[config.mk]
export PLATFORM = sky130hd
export DESIGN_NAME = ksom_ctrl
export DESIGN_NICKNAME = d
export VERILOG_FILES = /design/src/ksom_pkg.sv /design/src/ksom_ctrl.sv
export SDC_FILE = /design/constraint.sdc
export NUM_CORES = 1
export LEC_CHECK = 0
export ABC_AREA = 1
export BUFFER_PORTS_ARGS = -buffer_cell sky130_fd_sc_hd__buf_4
export CAP_MARGIN = 10
export CORE_ASPECT_RATIO = 0.8
export CORE_MARGIN = 4
export CORE_UTILIZATION = 39
export DETAILED_ROUTE_END_ITERATION = 8
export PLACE_DENSITY = 0.73
export RECOVER_POWER = 25
export SKIP_LAST_GASP = 1
export SYNTH_ARGS = -nofsm -noshare
export SYNTH_HDL_FRONTEND = slang
export SYNTH_SLANG_ARGS = --single-unit
[constraint.sdc]
create_clock -name clk -period 1.3 [get_ports clk]
set_clock_uncertainty 0.05 [all_clocks]
set_input_delay 0.13 -clock clk [delete_from_list [all_inputs] [get_ports clk]]
set_output_delay 0.13 -clock clk [all_outputs]
set_load 0.03 [all_outputs]
[src/ksom_pkg.sv]
// ----------------------------------------------------------------------------
// ksom_pkg
// shared types, codes and widths of the self-organizing map training unit
// ----------------------------------------------------------------------------
package ksom_pkg;

	localparam int GRID_SIDE_DEF = 8;

	localparam int RC_W       = 3;
	localparam int W_W        = 16;
	localparam int LRATE_W    = 16;
	localparam int RAD_W      = 13;
	localparam int IDX_W      = 2;
	localparam int CMD_W      = 2;
	localparam int IN_DATA_W  = 40;
	localparam int OUT_DATA_W = 40;

	// sized for the largest grid side of 32
	localparam int DSQ_W   = 11;
	localparam int SQV_W   = 44;
	localparam int SQ_TOP  = 42;
	localparam int ROOT_W  = 22;
	localparam int DIV_W   = 32;
	localparam int DCNT_W  = 5;
	localparam int T_W     = 16;
	localparam int TERM_W  = 33;
	localparam int PROD_W  = TERM_W + T_W;
	localparam int INFL_W  = 17;
	localparam int GAIN_W  = 34;
	localparam int MAG_W   = 17;
	localparam int MOV_W   = MAG_W + GAIN_W;
	localparam int K_W     = 4;

	localparam logic [T_W-1:0] T_MAX    = 16'd32768;
	localparam logic [K_W-1:0] K_LAST   = 4'd10;

	localparam logic [CMD_W-1:0] CMD_TRAIN = 2'd0;
	localparam logic [CMD_W-1:0] CMD_READ  = 2'd1;
	localparam logic [CMD_W-1:0] CMD_LOAD  = 2'd2;

	localparam logic [IDX_W-1:0] REG_LEARNING_RATE        = 2'd0;
	localparam logic [IDX_W-1:0] REG_NEIGHBOURHOOD_RADIUS = 2'd1;

	localparam logic [LRATE_W-1:0] LRATE_RESET = 16'hFFFF;
	localparam logic [RAD_W-1:0]   RAD_RESET   = 13'd1024;

	typedef enum logic [4:0] {
		ST_IDLE,
		ST_DISPATCH,
		ST_READ_WAIT,
		ST_SRCH,
		ST_SRCH_WAIT,
		ST_UPD_RD,
		ST_UPD_CHK,
		ST_SQRT,
		ST_DIV_T,
		ST_T_LATCH,
		ST_EXP_MUL,
		ST_EXP_DSTART,
		ST_EXP_DIV,
		ST_EXP_ACC,
		ST_GAIN,
		ST_MOVE,
		ST_WB,
		ST_OUT
	} state_t;

	typedef struct packed {
		logic cap_in;
		logic load_wr;
		logic read_issue;
		logic srch_start;
		logic srch_issue;
		logic upd_start;
		logic upd_read;
		logic upd_chk;
		logic upd_next;
		logic sqrt_start;
		logic div_t_start;
		logic t_latch;
		logic exp_mul;
		logic exp_div_start;
		logic exp_acc;
		logic gain_calc;
		logic move_mul;
		logic wb;
		logic out_load;
	} ksom_cmd_t;

	typedef struct packed {
		logic [CMD_W-1:0] cmd;
		logic             cnt_last;
		logic             srch_busy;
		logic             in_nbhd;
		logic             t_zero;
		logic             sqrt_busy;
		logic             div_busy;
		logic             exp_done;
		logic             out_free;
	} ksom_stat_t;

endpackage

[src/ksom_ctrl.sv]
// ----------------------------------------------------------------------------
// ksom_ctrl
// controller: sequences load, read and the two passes of a training step
// ----------------------------------------------------------------------------
module ksom_ctrl (
	input  logic                 clk,
	input  logic                 arst_n,
	input  logic                 s_tvalid,
	output logic                 s_tready,
	input  ksom_pkg::ksom_stat_t stat,
	output ksom_pkg::ksom_cmd_t  cmd
);
	import ksom_pkg::*;

	state_t state_q, state_d;

	always_ff @(posedge clk or negedge arst_n) begin
		if (!arst_n) begin
			state_q <= ST_IDLE;
		end else begin
			state_q <= state_d;
		end
	end

	always_comb begin
		state_d  = state_q;
		cmd      = '0;
		s_tready = 1'b0;
		case (state_q)
			ST_IDLE: begin
				s_tready = 1'b1;
				if (s_tvalid) begin
					cmd.cap_in = 1'b1;
					state_d    = ST_DISPATCH;
				end
			end
			ST_DISPATCH: begin
				case (stat.cmd)
					CMD_TRAIN: begin
						cmd.srch_start = 1'b1;
						state_d        = ST_SRCH;
					end
					CMD_READ: begin
						cmd.read_issue = 1'b1;
						state_d        = ST_READ_WAIT;
					end
					CMD_LOAD: begin
						cmd.load_wr = 1'b1;
						state_d     = ST_OUT;
					end
					default: state_d = ST_OUT;
				endcase
			end
			ST_READ_WAIT: state_d = ST_OUT;
			ST_SRCH: begin
				cmd.srch_issue = 1'b1;
				if (stat.cnt_last) begin
					state_d = ST_SRCH_WAIT;
				end
			end
			ST_SRCH_WAIT: begin
				if (!stat.srch_busy) begin
					cmd.upd_start = 1'b1;
					state_d       = ST_UPD_RD;
				end
			end
			ST_UPD_RD: begin
				cmd.upd_read = 1'b1;
				state_d      = ST_UPD_CHK;
			end
			ST_UPD_CHK: begin
				cmd.upd_chk = 1'b1;
				if (!stat.in_nbhd) begin
					if (stat.cnt_last) begin
						state_d = ST_OUT;
					end else begin
						cmd.upd_next = 1'b1;
						state_d      = ST_UPD_RD;
					end
				end else if (stat.t_zero) begin
					state_d = ST_GAIN;
				end else begin
					cmd.sqrt_start = 1'b1;
					state_d        = ST_SQRT;
				end
			end
			ST_SQRT: begin
				if (!stat.sqrt_busy) begin
					cmd.div_t_start = 1'b1;
					state_d         = ST_DIV_T;
				end
			end
			ST_DIV_T: begin
				if (!stat.div_busy) begin
					state_d = ST_T_LATCH;
				end
			end
			ST_T_LATCH: begin
				cmd.t_latch = 1'b1;
				state_d     = ST_EXP_MUL;
			end
			ST_EXP_MUL: begin
				cmd.exp_mul = 1'b1;
				state_d     = ST_EXP_DSTART;
			end
			ST_EXP_DSTART: begin
				cmd.exp_div_start = 1'b1;
				state_d           = ST_EXP_DIV;
			end
			ST_EXP_DIV: begin
				if (!stat.div_busy) begin
					state_d = ST_EXP_ACC;
				end
			end
			ST_EXP_ACC: begin
				cmd.exp_acc = 1'b1;
				state_d     = stat.exp_done ? ST_GAIN : ST_EXP_MUL;
			end
			ST_GAIN: begin
				cmd.gain_calc = 1'b1;
				state_d       = ST_MOVE;
			end
			ST_MOVE: begin
				cmd.move_mul = 1'b1;
				state_d      = ST_WB;
			end
			ST_WB: begin
				cmd.wb = 1'b1;
				if (stat.cnt_last) begin
					state_d = ST_OUT;
				end else begin
					cmd.upd_next = 1'b1;
					state_d      = ST_UPD_RD;
				end
			end
			ST_OUT: begin
				if (stat.out_free) begin
					cmd.out_load = 1'b1;
					state_d      = ST_IDLE;
				end
			end
			default: state_d = ST_IDLE;
		endcase
	end
endmodule

==> run metrics, run 1 <==
Synth area leaders=nand2_1, dfrtp_1, nor2_1, inv_1, nand3_1; Synth Warn #=0; maximum clock path buffer count=2; post-synth cell types=14; Place WS=-0.1826 ns; error msg=[ERROR DPL-0038] Utilization greater than 100%, impossible to legalize; Die X=53.31 µm; Synth Register Bits=5; Syn Area/Cell=5.125 µm²; H-Tree Depth=1; Post-CTS Setup Inserts=15; CTS Hold Bufs=1; status=aborted with a tool error; DP Wirelength=a little over 2 mm; IO Port Bufs=32; CTS sink cnt=5; leading area contributor after synthesis=nand2_1; cells after synthesis=125; CTS root buffer=clkbuf_4; sequential area share after synthesis=0.1953; Syn Nets=138; Resized cells post-CTS=51; stopping stage=clock tree synthesis (4_1_cts); gp weighted congestion=0.9295; post-synth top area share=0.2051; Post-Synthesis Cell Area=640.6 µm²; Cell Rows=12; Starting Density=0.4354; TritonCTS buffer count=3; Ports=33; Die H=44.25 µm
## stage by stage
step / util / instances / hold WS (ns) / area (µm²)
after detailed placement: 0.7968 / 201 / -0.1145 / 1172
after global placement: 0.7968 / 201 / -0.1151 / 1172
after floorplan: - / 125 / -0.2156 / 733.2
## cells in the mapped netlist
library cell / count
nand3_1: 10
dfrtp_1: 5
nand2_1: 35
nor2_4: 1
nor2_1: 28
nor3_2: 1
inv_2: 1
nand4_1: 3
nand2_2: 4
nor3_1: 8
nor4_1: 1
o21ai_0: 1
nor2_2: 3
inv_1: 24
## cells by family after synthesis
group           after synthesis  synth area share
compound gates                1          0.007805
flops                         5            0.1953
buf+inv                      25            0.1465
simple gates                 94            0.6504
==> run 2, diff against run 1 <==
Settings changed: CORE_AREA set to 4 4 65 67, CORE_ASPECT_RATIO 0.8 to unset, CORE_MARGIN 4 to unset, CORE_UTILIZATION 39 to unset, DIE_AREA set to 0 0 69 71, PLACE_DENSITY 0.73 to unset, PLACE_DENSITY_LB_ADDON set to 0.15.
Clock period 1.3 ns to 1.7 ns, I/O delays scaled along.
==> run 2 against run 1 <==
  * The flow now finishes without violations
  * Synthesized cell count unchanged
  * Synthesized area unchanged
==> run metrics, run 2 <==
critical path arrival=~1.5 ns; final worst-path cycle share=0.9904; top flop regs=state_q (5); remaining routing DRC violations=0; Gate power share=0.684; Synth Register Bits=5; CP Capture Type=output pin; CTS sink cnt=5; R2R Path Start=state_q[4]; RSZ-0062 raised after global routing=true; most common cell in the synthesized netlist=nand2_1; f_max=594.0 MHz; MaxCap Viol Count=0; vias=898; H-Tree Depth=1; Synth Warn #=0; DP Wirelength=2.120 mm; Synth area leaders=nand2_1, dfrtp_1, nor2_1, inv_1, nand3_1; total congestion overflow=0; maximum clock path buffer count=2; sw power=0.7823 mW; Setup-failing EPs final=0; worst r2r path cells=9; number of flip-flops under the largest register name=5; register share of total power=0.172; Synth top cells by count=nand2_1, nor2_1, inv_1, nand3_1, nor3_1; DR iter-0 viols=44; Int Pwr=between 0.7 and 0.8 mW; post-synth cell types=14; Syn Nets=138; fillers=459; sequential area share after synthesis=0.1953; Worst IR Drop VDD=295.7 µV; area overhead of the layout relative to synthesis=72.85%; cells after synthesis=between 100 and 150; Hold EP=state_q[4]; Main synth FF type=dfrtp_1; Rel. slew slack=0.8197; Antenna Nets Post-Route=0; Critical Path Start=state_q[1]; Hold Path Origin=stat[7]; Crit Path Class=register to output pin; Diodes inserted=0; Leak=0.6648 nW; Finished Layout Cells=218; Clock Power Share=0.144; Pre-antenna DRT Iters=4; Cell Rows=22; leading cell types in the layout, fill and taps excluded=buf_4, nand2_1, inv_1, nor2_1, nand3_1; Total Routing Usage GR=0.1006; Syn Area/Cell=5.125 µm²; Ports=33; CORE AREA=3633 µm²; type of origin of the critical path=register; Routed WL per cell=11.22 µm; die area=4899 µm²; Starting Density=0.1763; commonest non-fill, non-tap cell in the layout=buf_4; Clock Pin Slew Worst Setup and Hold Paths=approximately 0.040 ns; min cycle time layout=1.684 ns; dpl cells=around 210; status=complete, no violations; Sw Ratio=0.5213; Power, Total=1.501 mW; WP data required=1.48 ns; fraction of layout cells with a size suffix above 1=0.4059; Worst Hold Margin=0.1927 ns; TritonCTS buffer count=3; CTS tree=done; HP Class=primary input to register; EDFF count, synth=0; initial antenna violation count=0; critical path peak fanout=5; Post-Place Cell Area=994.7 µm²; Worst R2R Setup Slack=approximately 0.2 ns; hold path cells=3; CTS root buffer=clkbuf_8; worst r2r dst=state_q[0]; leading area contributor after synthesis=nand2_1; Die X=69 µm; Nets=roughly 180; Die H=71 µm; final count of hold timing violations=0; vias in the first global route=between 800 and 900; register with the most flip-flops=state_q; Post-Synthesis Cell Area=640.6 µm²; Post-synth ARST share=1.000; largest net degree at the start of global routing=8; post-DR vias/cell=4.119; post-synth top area share=0.2051; fin. max-slew vios=0; Finished Cell Area=between 1000 and 1500 µm²; global-route wire length before repair=between 4 and 5 mm; pwr dens=1355 nW/µm²; IO Port Bufs=32; WL final=2.447 mm; clk_lat worst skew=0.22 ns; Tightest Pin Transition=between 0.2 and 0.3 ns; gp weighted congestion=0.8314
## run 2: worst max-delay path, cell delays in order, from the launching register on
cell,delay [ns]
dfrtp_1,0.44
nor2_1,0.18
nand3_1,0.14
buf_4,0.17
nor3_1,0.13
buf_4,0.19
## run 2: area by class of cell
type | count | area [µm²] | area share
multi-input cells | 95 | 471.7 | 0.4260
well taps | 48 | 60.06 | 0.05424
inverters | 25 | 93.84 | 0.08475
flip-flops and latches | 5 | 130.1 | 0.1175
repair buffers | 41 | 306.5 | 0.2768
clock buffers | 4 | 45.04 | 0.04068
## run 2: timing repair
item	4_1_cts	5_1_grt
endpoints found under the hold margin	5	0
resized for setup	4	15
pin swaps	0	1
setup endpoints to repair	9	15
setup buffers	0	2
hold buffers	1	0
## run 2: how the worst max path moves through the flow
stage | endpoint | slack (ns)
floorplan | cmd[17] | 0.02
global placement | state_q[3] | 0.11
detailed placement | cmd[10] | 0.10
CTS | cmd[15] | -0.06
global route | cmd[10] | -0.06
finish | cmd[17] | 0.02
## run 2: per-layer routing
metal	GRT usage	vias to the layer above	share of wire
met5	0	-	0
met4	0.01302	0	0
met3	0.02557	0	0.051
met2	0.1589	34	0.45
met1	0.1413	393	0.50
li1	-	471	-
## run 2: per-stage QoR
step,util,setup slack [ns],setup TNS (ns)
2_1_floorplan,-,0.02424,0
3_3_place_gp,0.2738,0.1091,0
3_5_place_dp,0.2738,0.1001,0
4_1_cts,0.2910,-0.06289,-0.2123
5_1_grt,0.3048,-0.06208,-0.4021
6_report,0.3048,0.01640,0
## run 2: logic make-up after synthesis
| family | Yosys count | synth area share |
|---|---|---|
| AO/OA/AOI/OAI | 1 | 0.007805 |
| AND/OR/NAND/NOR | 94 | 0.6504 |
| flip-flops | 5 | 0.1953 |
| buffers and inverters | 25 | 0.1465 |
## run 2: power groups by stage
stage | registers, mW | logic [mW] | clock network [mW]
floorplan | 0.214 | 0.613 | 0
global placement | 0.228 | 0.985 | 0
detailed placement | 0.231 | 0.972 | 0
CTS | 0.240 | 0.988 | 0.224
global route | 0.264 | 1.13 | 0.239
finish | 0.258 | 1.03 | 0.215
Note: power is estimated with default switching activity, not from simulation.
